==> src/cst_pkg.sv <==
// Package for the scheduler tick engine: sizes, mode and register codes,
// the per-slot record type and the sequencer state type. No dependencies.
`timescale 1ns / 1ps
`default_nettype none
package cst_pkg;

  localparam int MAX_PROCS = 16;
  localparam int SLOT_W    = $clog2(MAX_PROCS);
  localparam int CNT_W     = $clog2(MAX_PROCS + 1);
  localparam int BURST_W   = 10;
  localparam int PRIO_W    = 8;
  localparam int TIME_W    = 24;
  localparam int MODE_W    = 3;
  localparam int CFG_IDX_W = 2;
  localparam int CFG_W     = 10;

  localparam logic [MODE_W-1:0] MODE_FCFS = 3'd0;
  localparam logic [MODE_W-1:0] MODE_SJF  = 3'd1;
  localparam logic [MODE_W-1:0] MODE_SRTF = 3'd2;
  localparam logic [MODE_W-1:0] MODE_PRIO = 3'd3;
  localparam logic [MODE_W-1:0] MODE_RR   = 3'd4;

  localparam logic [CFG_IDX_W-1:0] CFG_MODE    = 2'd0;
  localparam logic [CFG_IDX_W-1:0] CFG_QUANTUM = 2'd1;

  localparam logic [TIME_W-1:0] TIME_MAX = {TIME_W{1'b1}};

  typedef struct packed {
    logic [BURST_W-1:0] need;
    logic [BURST_W-1:0] served;
    logic [PRIO_W-1:0]  prio;
    logic [TIME_W-1:0]  arrival;
  } rec_t;

  typedef enum logic [2:0] {
    ST_IDLE,
    ST_LOAD,
    ST_LOADW,
    ST_SORT,
    ST_PICK,
    ST_RUN,
    ST_RUNW,
    ST_DONE
  } st_e;

endpackage
`default_nettype wire

==> src/cst_if.sv <==
// Valid/ready channel interfaces for tick words and result words.
// Depends on cst_pkg for field widths.
`timescale 1ns / 1ps
`default_nettype none
interface cst_in_if import cst_pkg::*; ();
  logic              valid;
  logic              ready;
  logic              arrive;
  logic [SLOT_W-1:0] slot;
  logic [BURST_W-1:0] burst_length;
  logic [PRIO_W-1:0] prio_level;
  modport source (output valid, arrive, slot, burst_length, prio_level, input ready);
  modport sink (input valid, arrive, slot, burst_length, prio_level, output ready);
endinterface

interface cst_out_if import cst_pkg::*; ();
  logic              valid;
  logic              ready;
  logic              run_valid;
  logic [SLOT_W-1:0] run_slot;
  logic              finished;
  logic [TIME_W-1:0] finish_time;
  logic [TIME_W-1:0] turnaround;
  logic [TIME_W-1:0] waiting;
  logic [CNT_W-1:0]  queued;
  modport source (output valid, run_valid, run_slot, finished, finish_time, turnaround,
                  waiting, queued, input ready);
  modport sink (input valid, run_valid, run_slot, finished, finish_time, turnaround,
                waiting, queued, output ready);
endinterface
`default_nettype wire

==> src/cst_rec_mem.sv <==
// Per-slot process record memory: one write port, one registered read port.
// Depends on cst_pkg for the record type.
`timescale 1ns / 1ps
`default_nettype none
module cst_rec_mem import cst_pkg::*; (
  input  wire logic              clk_i,
  input  wire logic              we_i,
  input  wire logic [SLOT_W-1:0] waddr_i,
  input  wire rec_t              wdata_i,
  input  wire logic [SLOT_W-1:0] raddr_i,
  output rec_t                   rdata_o
);

  rec_t mem_q [MAX_PROCS];

  always_ff @(posedge clk_i) begin
    if (we_i) begin
      mem_q[waddr_i] <= wdata_i;
    end
  end

  always_ff @(posedge clk_i) begin
    rdata_o <= mem_q[raddr_i];
  end

endmodule
`default_nettype wire

==> src/cpu_scheduler_tick_engine.sv <==
// One input word is one scheduler tick; it yields exactly one result word. A tick
// passes through the pick, run and run-wait states when a process runs, and through
// the pick and done states when nothing runs. In SJF, SRTF and priority mode with
// more than one queued process, each queued entry's sort key is first fetched from
// the record memory, which has one registered read port, in a load and a load-wait
// state, then 16 odd-even transposition passes stably sort the queue. The next tick
// is taken once the current result has been loaded into the output register, so a
// stalled result channel holds the engine in its run-wait or done state.
`timescale 1ns / 1ps
`default_nettype none
module cpu_scheduler_tick_engine import cst_pkg::*; (
  input  wire logic                 clk_i,
  input  wire logic                 rst_ni,
  input  wire logic                 cfg_we_i,
  input  wire logic [CFG_IDX_W-1:0] cfg_idx_i,
  input  wire logic [CFG_W-1:0]     cfg_data_i,
  cst_in_if.sink                    in_s,
  cst_out_if.source                 out_s
);

  st_e state_q, state_d;
  logic [MODE_W-1:0]  mode_q;
  logic [BURST_W-1:0] quantum_q;
  logic [SLOT_W-1:0]  queue_q [MAX_PROCS];
  logic [SLOT_W-1:0]  queue_d [MAX_PROCS];
  logic [BURST_W-1:0] key_q [MAX_PROCS];
  logic [BURST_W-1:0] key_d [MAX_PROCS];
  logic [CNT_W-1:0]   count_q, count_d;
  logic               busy_q, busy_d;
  logic [SLOT_W-1:0]  cur_q, cur_d;
  logic [BURST_W-1:0] slice_q, slice_d;
  logic               requeue_q, requeue_d;
  logic [TIME_W-1:0]  now_q, now_d;
  logic [CNT_W-1:0]   idx_q, idx_d;

  logic               ov_q, ov_d;
  logic               orv_q, orv_d;
  logic [SLOT_W-1:0]  ors_q, ors_d;
  logic               ofin_q, ofin_d;
  logic [TIME_W-1:0]  oft_q, oft_d;
  logic [TIME_W-1:0]  ota_q, ota_d;
  logic [TIME_W-1:0]  owt_q, owt_d;
  logic [CNT_W-1:0]   oq_q, oq_d;

  logic               mem_we;
  logic [SLOT_W-1:0]  mem_waddr, mem_raddr;
  rec_t               mem_wdata, mem_rdata;

  logic [MODE_W-1:0]  mode_eff;
  logic               sort_mode;
  logic [BURST_W-1:0] q_eff;
  logic               out_free;
  logic               sort_go;
  logic               run_go;

  cst_rec_mem u_mem (
    .clk_i   (clk_i),
    .we_i    (mem_we),
    .waddr_i (mem_waddr),
    .wdata_i (mem_wdata),
    .raddr_i (mem_raddr),
    .rdata_o (mem_rdata)
  );

  assign mode_eff  = (mode_q > MODE_RR) ? MODE_FCFS : mode_q;
  assign sort_mode = (mode_eff == MODE_SJF) || (mode_eff == MODE_SRTF) ||
                     (mode_eff == MODE_PRIO);
  assign q_eff     = (quantum_q == '0) ? BURST_W'(1) : quantum_q;
  assign out_free  = !ov_q || out_s.ready;
  assign in_s.ready = (state_q == ST_IDLE);

  assign out_s.valid       = ov_q;
  assign out_s.run_valid   = orv_q;
  assign out_s.run_slot    = ors_q;
  assign out_s.finished    = ofin_q;
  assign out_s.finish_time = oft_q;
  assign out_s.turnaround  = ota_q;
  assign out_s.waiting     = owt_q;
  assign out_s.queued      = oq_q;

  // Next state.
  always_comb begin
    state_d = state_q;
    case (state_q)
      ST_IDLE:  if (in_s.valid) state_d = sort_go ? ST_LOAD : ST_PICK;
      ST_LOAD:  state_d = ST_LOADW;
      ST_LOADW: state_d = (idx_q + CNT_W'(1) == count_q) ? ST_SORT : ST_LOAD;
      ST_SORT:  if (idx_q == CNT_W'(MAX_PROCS - 1)) state_d = ST_PICK;
      ST_PICK:  state_d = run_go ? ST_RUN : ST_DONE;
      ST_RUN:   state_d = ST_RUNW;
      ST_RUNW:  if (out_free) state_d = ST_IDLE;
      ST_DONE:  if (out_free) state_d = ST_IDLE;
      default:  state_d = ST_IDLE;
    endcase
  end

  // Datapath and memory control.
  always_comb begin
    logic               in_use;
    logic [CNT_W-1:0]   c;
    logic               b;
    logic [BURST_W-1:0] srv;
    logic [TIME_W-1:0]  ft;
    logic [TIME_W-1:0]  ta;

    for (int i = 0; i < MAX_PROCS; i++) begin
      queue_d[i] = queue_q[i];
      key_d[i]   = key_q[i];
    end
    count_d   = count_q;
    busy_d    = busy_q;
    cur_d     = cur_q;
    slice_d   = slice_q;
    requeue_d = requeue_q;
    now_d     = now_q;
    idx_d     = idx_q;
    ov_d      = ov_q && !out_s.ready;
    orv_d     = orv_q;
    ors_d     = ors_q;
    ofin_d    = ofin_q;
    oft_d     = oft_q;
    ota_d     = ota_q;
    owt_d     = owt_q;
    oq_d      = oq_q;
    mem_we    = 1'b0;
    mem_waddr = in_s.slot;
    mem_wdata = '0;
    mem_raddr = cur_q;
    sort_go   = 1'b0;
    run_go    = busy_q;
    in_use    = 1'b0;
    c         = count_q;
    b         = busy_q;
    srv       = '0;
    ft        = '0;
    ta        = '0;

    case (state_q)
      ST_IDLE: begin
        in_use = busy_q && (cur_q == in_s.slot);
        for (int i = 0; i < MAX_PROCS; i++) begin
          if ((CNT_W'(i) < count_q) && (queue_q[i] == in_s.slot)) in_use = 1'b1;
        end
        if (in_s.valid) begin
          if (in_s.arrive && !in_use &&
              (count_q + CNT_W'(busy_q) < CNT_W'(MAX_PROCS))) begin
            mem_we            = 1'b1;
            mem_wdata.need    = (in_s.burst_length == '0) ? BURST_W'(1) : in_s.burst_length;
            mem_wdata.served  = '0;
            mem_wdata.prio    = in_s.prio_level;
            mem_wdata.arrival = now_q;
            queue_d[c[SLOT_W-1:0]] = in_s.slot;
            c = c + CNT_W'(1);
          end
          // A slice that expired last tick, or an SRTF runner, goes back to the tail.
          if (requeue_q || ((mode_eff == MODE_SRTF) && b)) begin
            requeue_d = 1'b0;
            b = 1'b0;
            if (c < CNT_W'(MAX_PROCS)) begin
              queue_d[c[SLOT_W-1:0]] = cur_q;
              c = c + CNT_W'(1);
            end
          end
          count_d = c;
          busy_d  = b;
          idx_d   = '0;
          sort_go = sort_mode && (c > CNT_W'(1));
        end
      end
      ST_LOAD: begin
        mem_raddr = queue_q[idx_q[SLOT_W-1:0]];
      end
      ST_LOADW: begin
        case (mode_eff)
          MODE_SJF:  key_d[idx_q[SLOT_W-1:0]] = mem_rdata.need;
          MODE_SRTF: key_d[idx_q[SLOT_W-1:0]] = mem_rdata.need - mem_rdata.served;
          default:   key_d[idx_q[SLOT_W-1:0]] = BURST_W'(mem_rdata.prio);
        endcase
        idx_d = (idx_q + CNT_W'(1) == count_q) ? '0 : idx_q + CNT_W'(1);
      end
      ST_SORT: begin
        // Swap only on strictly greater keys so equal keys keep queue order.
        for (int j = 0; j < MAX_PROCS - 1; j++) begin
          if ((j % 2 == int'(idx_q[0])) && (CNT_W'(j + 1) < count_q) &&
              (key_q[j] > key_q[j+1])) begin
            queue_d[j]   = queue_q[j+1];
            queue_d[j+1] = queue_q[j];
            key_d[j]     = key_q[j+1];
            key_d[j+1]   = key_q[j];
          end
        end
        idx_d = idx_q + CNT_W'(1);
      end
      ST_PICK: begin
        if (!busy_q && (count_q != '0)) begin
          cur_d = queue_q[0];
          for (int i = 0; i < MAX_PROCS - 1; i++) begin
            queue_d[i] = queue_q[i+1];
            key_d[i]   = key_q[i+1];
          end
          count_d = count_q - CNT_W'(1);
          busy_d  = 1'b1;
          slice_d = '0;
          run_go  = 1'b1;
        end
      end
      ST_RUN: begin
        mem_raddr = cur_q;
      end
      ST_RUNW: begin
        if (out_free) begin
          srv       = mem_rdata.served + BURST_W'(1);
          mem_we    = 1'b1;
          mem_waddr = cur_q;
          mem_wdata = mem_rdata;
          mem_wdata.served = srv;
          ft = (now_q == TIME_MAX) ? TIME_MAX : now_q + TIME_W'(1);
          ta = (ft >= mem_rdata.arrival) ? ft - mem_rdata.arrival : '0;
          ov_d   = 1'b1;
          orv_d  = 1'b1;
          ors_d  = cur_q;
          ofin_d = 1'b0;
          oft_d  = '0;
          ota_d  = '0;
          owt_d  = '0;
          oq_d   = count_q;
          if (srv >= mem_rdata.need) begin
            ofin_d  = 1'b1;
            oft_d   = ft;
            ota_d   = ta;
            owt_d   = (ta >= TIME_W'(mem_rdata.need)) ? ta - TIME_W'(mem_rdata.need) : '0;
            busy_d  = 1'b0;
            slice_d = '0;
          end else if (mode_eff == MODE_SRTF) begin
            busy_d = 1'b0;
            if (count_q < CNT_W'(MAX_PROCS)) begin
              queue_d[count_q[SLOT_W-1:0]] = cur_q;
              count_d = count_q + CNT_W'(1);
              oq_d    = count_q + CNT_W'(1);
            end
          end else if (mode_eff == MODE_RR) begin
            slice_d = slice_q + BURST_W'(1);
            if (slice_q + BURST_W'(1) >= q_eff) begin
              requeue_d = 1'b1;
              slice_d   = '0;
            end
          end
          if (now_q != TIME_MAX) now_d = now_q + TIME_W'(1);
        end
      end
      ST_DONE: begin
        if (out_free) begin
          ov_d   = 1'b1;
          orv_d  = 1'b0;
          ors_d  = '0;
          ofin_d = 1'b0;
          oft_d  = '0;
          ota_d  = '0;
          owt_d  = '0;
          oq_d   = count_q;
          if (now_q != TIME_MAX) now_d = now_q + TIME_W'(1);
        end
      end
      default: ;
    endcase
  end

  always_ff @(posedge clk_i or negedge rst_ni) begin
    if (!rst_ni) begin
      state_q   <= ST_IDLE;
      mode_q    <= MODE_FCFS;
      quantum_q <= BURST_W'(4);
      count_q   <= '0;
      busy_q    <= 1'b0;
      cur_q     <= '0;
      slice_q   <= '0;
      requeue_q <= 1'b0;
      now_q     <= '0;
      idx_q     <= '0;
      ov_q      <= 1'b0;
    end else begin
      state_q   <= state_d;
      count_q   <= count_d;
      busy_q    <= busy_d;
      cur_q     <= cur_d;
      slice_q   <= slice_d;
      requeue_q <= requeue_d;
      now_q     <= now_d;
      idx_q     <= idx_d;
      ov_q      <= ov_d;
      if (cfg_we_i && (cfg_idx_i == CFG_MODE)) mode_q <= cfg_data_i[MODE_W-1:0];
      if (cfg_we_i && (cfg_idx_i == CFG_QUANTUM)) quantum_q <= cfg_data_i[BURST_W-1:0];
    end
  end

  always_ff @(posedge clk_i) begin
    for (int i = 0; i < MAX_PROCS; i++) begin
      queue_q[i] <= queue_d[i];
      key_q[i]   <= key_d[i];
    end
    orv_q  <= orv_d;
    ors_q  <= ors_d;
    ofin_q <= ofin_d;
    oft_q  <= oft_d;
    ota_q  <= ota_d;
    owt_q  <= owt_d;
    oq_q   <= oq_d;
  end

`ifndef SYNTH
  a_occupancy: assert property (@(posedge clk_i) disable iff (!rst_ni)
    (count_q + CNT_W'(busy_q)) <= CNT_W'(MAX_PROCS))
    else $error("queued plus running exceeds the slot table");

  a_requeue_busy: assert property (@(posedge clk_i) disable iff (!rst_ni)
    requeue_q |-> busy_q)
    else $error("requeue pending without a running process");

  a_out_hold: assert property (@(posedge clk_i) disable iff (!rst_ni)
    (ov_q && !out_s.ready) |=> (ov_q && $stable(oq_q)))
    else $error("result word lost while stalled");
`endif

endmodule
`default_nettype wire

==> src/flat_wrapper.sv <==
// flat-port wrapper written by rule: the top's interface ports become plain ports
module cpu_scheduler_tick_engine_flat import cst_pkg::*;
  (clk_i, rst_ni, cfg_we_i, cfg_idx_i, cfg_data_i, in_s_valid, in_s_arrive, in_s_slot, in_s_burst_length, in_s_prio_level, in_s_ready, out_s_valid, out_s_run_valid, out_s_run_slot, out_s_finished, out_s_finish_time, out_s_turnaround, out_s_waiting, out_s_queued, out_s_ready);
  cst_in_if in_s_i ();
  cst_out_if out_s_i ();
  input  wire logic clk_i;
  input  wire logic rst_ni;
  input  wire logic cfg_we_i;
  input  wire logic [CFG_IDX_W-1:0] cfg_idx_i;
  input  wire logic [CFG_W-1:0] cfg_data_i;
  input wire logic [$bits(in_s_i.valid)-1:0] in_s_valid;
  input wire logic [$bits(in_s_i.arrive)-1:0] in_s_arrive;
  input wire logic [$bits(in_s_i.slot)-1:0] in_s_slot;
  input wire logic [$bits(in_s_i.burst_length)-1:0] in_s_burst_length;
  input wire logic [$bits(in_s_i.prio_level)-1:0] in_s_prio_level;
  output wire logic [$bits(in_s_i.ready)-1:0] in_s_ready;
  output wire logic [$bits(out_s_i.valid)-1:0] out_s_valid;
  output wire logic [$bits(out_s_i.run_valid)-1:0] out_s_run_valid;
  output wire logic [$bits(out_s_i.run_slot)-1:0] out_s_run_slot;
  output wire logic [$bits(out_s_i.finished)-1:0] out_s_finished;
  output wire logic [$bits(out_s_i.finish_time)-1:0] out_s_finish_time;
  output wire logic [$bits(out_s_i.turnaround)-1:0] out_s_turnaround;
  output wire logic [$bits(out_s_i.waiting)-1:0] out_s_waiting;
  output wire logic [$bits(out_s_i.queued)-1:0] out_s_queued;
  input wire logic [$bits(out_s_i.ready)-1:0] out_s_ready;
  assign in_s_i.valid = in_s_valid;
  assign in_s_i.arrive = in_s_arrive;
  assign in_s_i.slot = in_s_slot;
  assign in_s_i.burst_length = in_s_burst_length;
  assign in_s_i.prio_level = in_s_prio_level;
  assign in_s_ready = in_s_i.ready;
  assign out_s_valid = out_s_i.valid;
  assign out_s_run_valid = out_s_i.run_valid;
  assign out_s_run_slot = out_s_i.run_slot;
  assign out_s_finished = out_s_i.finished;
  assign out_s_finish_time = out_s_i.finish_time;
  assign out_s_turnaround = out_s_i.turnaround;
  assign out_s_waiting = out_s_i.waiting;
  assign out_s_queued = out_s_i.queued;
  assign out_s_i.ready = out_s_ready;
  cpu_scheduler_tick_engine u_core (.clk_i(clk_i), .rst_ni(rst_ni), .cfg_we_i(cfg_we_i), .cfg_idx_i(cfg_idx_i), .cfg_data_i(cfg_data_i), .in_s(in_s_i), .out_s(out_s_i));
endmodule
==> config.mk <==
export PLATFORM = sky130hd
export DESIGN_NAME = cpu_scheduler_tick_engine_flat
export DESIGN_NICKNAME = d
export VERILOG_FILES = /design/src/cst_pkg.sv /design/src/cst_if.sv /design/src/cst_rec_mem.sv /design/src/cpu_scheduler_tick_engine.sv /design/src/flat_wrapper.sv
export SDC_FILE = /design/constraint.sdc
export NUM_CORES = 2
export LEC_CHECK = 0
export BUFFER_PORTS_ARGS = -buffer_cell sky130_fd_sc_hd__buf_2
export CORE_UTILIZATION = 40
export CTS_CLUSTER_DIAMETER = 50
export DETAILED_ROUTE_END_ITERATION = 8
export MAX_ROUTING_LAYER = met4
export PLACE_DENSITY = 0.59
export SLEW_MARGIN = 20
export SYNTH_ARGS = -nofsm -noshare
export SYNTH_HDL_FRONTEND = slang
export SYNTH_SLANG_ARGS = --single-unit
==> constraint.sdc <==
create_clock -name clk_i -period 8 [get_ports clk_i]
set_input_delay 0.4 -clock clk_i [delete_from_list [all_inputs] [get_ports clk_i]]
set_output_delay 0.4 -clock clk_i [all_outputs]
set_load 0.02 [all_outputs]
==> summary.txt <==
Crit end category -> register
Worst path required time -> 8630 ps
Cell variety after synth -> 95
Run status -> finished clean
Maximum clock path buffer count -> 3
Share of cells above drive strength 1 -> 11.3%
Fmax -> 136 MHz
#FFs+latches synth -> 1,258
Area Growth Syn to Fin -> 13.2%
Buf/Inv on CP -> 1
Cell count after synthesis -> 6,167
DR WL/cell -> 25.0 um
M1 WL -> 87,700 um
Final core occ -> 45.8%
Setup-failing EPs final -> 0
Peak supply drop -> 0.347 mV
Num rows -> 148
Clock net sink count -> 1,258
Tcrit/Tclk final -> 91.9%
Crit Path Max Fanout -> 25
Number of flops mapped to enable cells by yosys -> 1,139
RePlAce Congestion -> 0.916
PwrDens -> 415 nW/um^2
Unrepaired setup endpoints after global routing -> no
GR Overflow Total -> 0
Sum Neg Setup Slack -> 0 ps
Max-slew violations -> 0
CP arrival -> 7990 ps
Drt total wl -> 213,000 um
CTS buffer count -> 158
1st-iter DRT viols -> 5,802
Die Height -> 409 um
Worst-margin pin slew -> 1220 ps
Io pins -> 125
Most frequent cells in the layout -> edfxtp_1 (1,139), nand2_1 (1,063), o21ai_0 (415), inv_1 (306), nor2_1 (255)
Slowest cell on crit path -> fa_1
Worst r2r src -> u_core.now_q[1]$_DFFE_PN0P_
Crit path max-delay family -> simple AND/OR/NAND/NOR gates
Most common cell after layout, fill and taps aside -> edfxtp_1
Yosys warning count -> 0
IO Port Bufs -> 124
Vias -> 50,700
Max stage delay on crit path -> 430 ps
DRT Pass-1 Iters -> 7
Setup CP Type -> register to register
MaxCap Viol Count -> 0
Syn_area_per_cell -> 10.7 um^2
Mapped Area -> 66,100 um^2
Initial core utilization -> 40.5%
Post-layout min period -> 7360 ps
Final hold vios -> 0
Die width -> 409 um
Core Area -> 164,000 um^2
Clk slew on worst S/H paths -> 60 ps
DR top layer -> met4
Post-route antenna net violation count -> 0
Avg Vias per Cell -> 5.94
Vias in the first global route -> 48,800
Final net count -> 6,491
Fillers -> 15,000
Sequential area share after synthesis -> 55.8%
GR Util All Layers -> 25.7%
First-pass GRT wire length -> 317,000 um
Critical path origin -> u_core.now_q[1]$_DFFE_PN0P_
Startpoint Class -> register
Largest net degree at the start of global routing -> 146
P_leak -> 28.9 nW
Synthesized Nets -> 6,440
Routed wl met3 -> 14,700 um
Top_reg_cell synth -> edfxtp_1
Post-route DRC violation count -> 0
Root buffer cell -> clkbuf_16
Initial antenna violation count -> 3
HPWL after DPL -> 135,000 um
Clk Latency, worst-skew pair -> 810 ps
Die area -> 167,000 um^2
Hold Path Class -> primary input to async pin
DR WL met2 -> 102,000 um
CTS tree -> built
Rel. slew slack -> 18.5%
Post-route clock skew -> 55.8 ps
H-Tree Level Count -> 4
Post-synth ARST share -> 5.33%
-- where the power goes --
group          total (mW)  switching, mW  internal (mW)
Clock                7.14           2.93           4.20
Sequential           10.3           1.41           8.92
Combinational        13.6           9.20           4.45
-- area by class of cell --
class / count / area (um^2) / share of cell area, %
clock inverter: 82 / 1040 / 1.39
antenna: 2 / 5.00 / 0.00668
multi-input combinational: 4191 / 26600 / 35.5
tap: 2175 / 2720 / 3.63
inverter: 309 / 1160 / 1.55
clock buffer: 209 / 4240 / 5.66
timing repair buffer: 300 / 2210 / 2.95
sequential: 1258 / 36900 / 49.3
-- layer usage --
layer | global-route usage [%] | vias up
met1 | 32.8 | 25000
met2 | 41.3 | 2160
met3 | 3.69 | 412
met5 | - | -
met4 | 9.74 | 0
li1 | - | 23100
-- worst reg2reg max path: cells and delay by family, from the launching register on --
| kind | cells | cell delay (ps) |
|---|---|---|
| adders and majority gates | 5 | 1440 |
| and+or+nand+nor | 14 | 2810 |
| DFF | 1 | 380 |
| buffers and inverters | 1 | 240 |
| AOI/OAI and AO/OA | 9 | 2310 |
-- synth_stat cells (60+ instances only) --
master | n | share of area (%)
a211oi_1 | 206 | 2.3
a21oi_1 | 220 | 1.7
a221o_1 | 77 | 1.2
a222oi_1 | 78 | 1.2
a31oi_1 | 136 | 1.3
and2_0 | 87 | 0.82
and2_1 | 60 | 0.57
buf_2 | 71 | 0.54
clkbuf_1 | 285 | 1.6
dfrtp_1 | 66 | 2.5
edfxtp_1 | 1139 | 52
ha_1 | 230 | 4.4
inv_1 | 306 | 1.7
mux2_2 | 84 | 1.4
mux2i_1 | 82 | 1.2
nand2_1 | 1067 | 6.1
nand3_1 | 251 | 1.9
nor2_1 | 281 | 1.6
o21ai_0 | 421 | 3.2
xnor2_1 | 115 | 1.5
-- kinds of logic (layout without fill, tap and decap cells) --
group,after synthesis,after routing,share of synthesized area [%]
buffers and inverters,718,900,4.44
adder cells (fa/ha/maj),233,233,4.44
XOR/XNOR,172,172,2.28
multiplexers,187,187,3.37
other,0,2,0
AND/OR/NAND/NOR,2043,2043,13.8
AO/OA/AOI/OAI,1556,1556,15.9
flip-flops,1258,1258,55.8
-- timing repair --
| action | 4_1_cts | 5_1_grt |
|---|---|---|
| resized for setup | 0 | 1 |
| hold buffers | 15 | 0 |
| setup endpoints to repair | 0 | 23 |
| hold endpoints to repair | 38 | 0 |
| setup buffers | 0 | 0 |
-- metrics by stage --
stage          power [mW]  setup slack [ps]  cell area (um^2)  hold WS [ps]  std cells
6_report             31.1               644             74900          74.7       8526
3_3_place_gp         23.7               692             69400           345       8217
4_1_cts              31.0               579             74900          30.4       8524
2_1_floorplan        19.0              1160             66100           104       6167
5_1_grt              32.8              42.6             74900          90.2       8524
3_5_place_dp         23.8               611             69400           349       8218
-- sequential cells by signal, summed over array words and instances (netlist names), 10 cells and up --
signal                    cells
u_core.u_mem.mem_q          832
u_core.key_q                160
u_core.queue_q               64
u_core.u_mem.rdata_o         52
u_core.now_q                 24
u_core.out_s.finish_time     24
u_core.out_s.turnaround      24
u_core.out_s.waiting         24
u_core.quantum_q             10
u_core.slice_q               10
-- worst paths after layout --
| kind | to | slack (ps) | cells after the start |
|---|---|---|---|
| setup / recovery | u_core.out_s.waiting[2]$_SDFFCE_PP0P_ | 640 | 29 |
| hold / removal | u_core.now_q[10]$_DFFE_PN0P_ | 70 | 2 |
| setup reg to reg | u_core.out_s.waiting[2]$_SDFFCE_PP0P_ | 640 | 29 |
| hold reg to reg | u_core.idx_q[4]$_DFFE_PN0P_ | 510 | 2 |
| max in group asynchronous | u_core.idx_q[0]$_DFFE_PN0P_ | 6860 | 3 |
| min in group clk_i | u_core.u_mem.mem_q[4][46]$_DFFE_PP_ | 100 | 4 |
(Power assumes the default switching activity.)
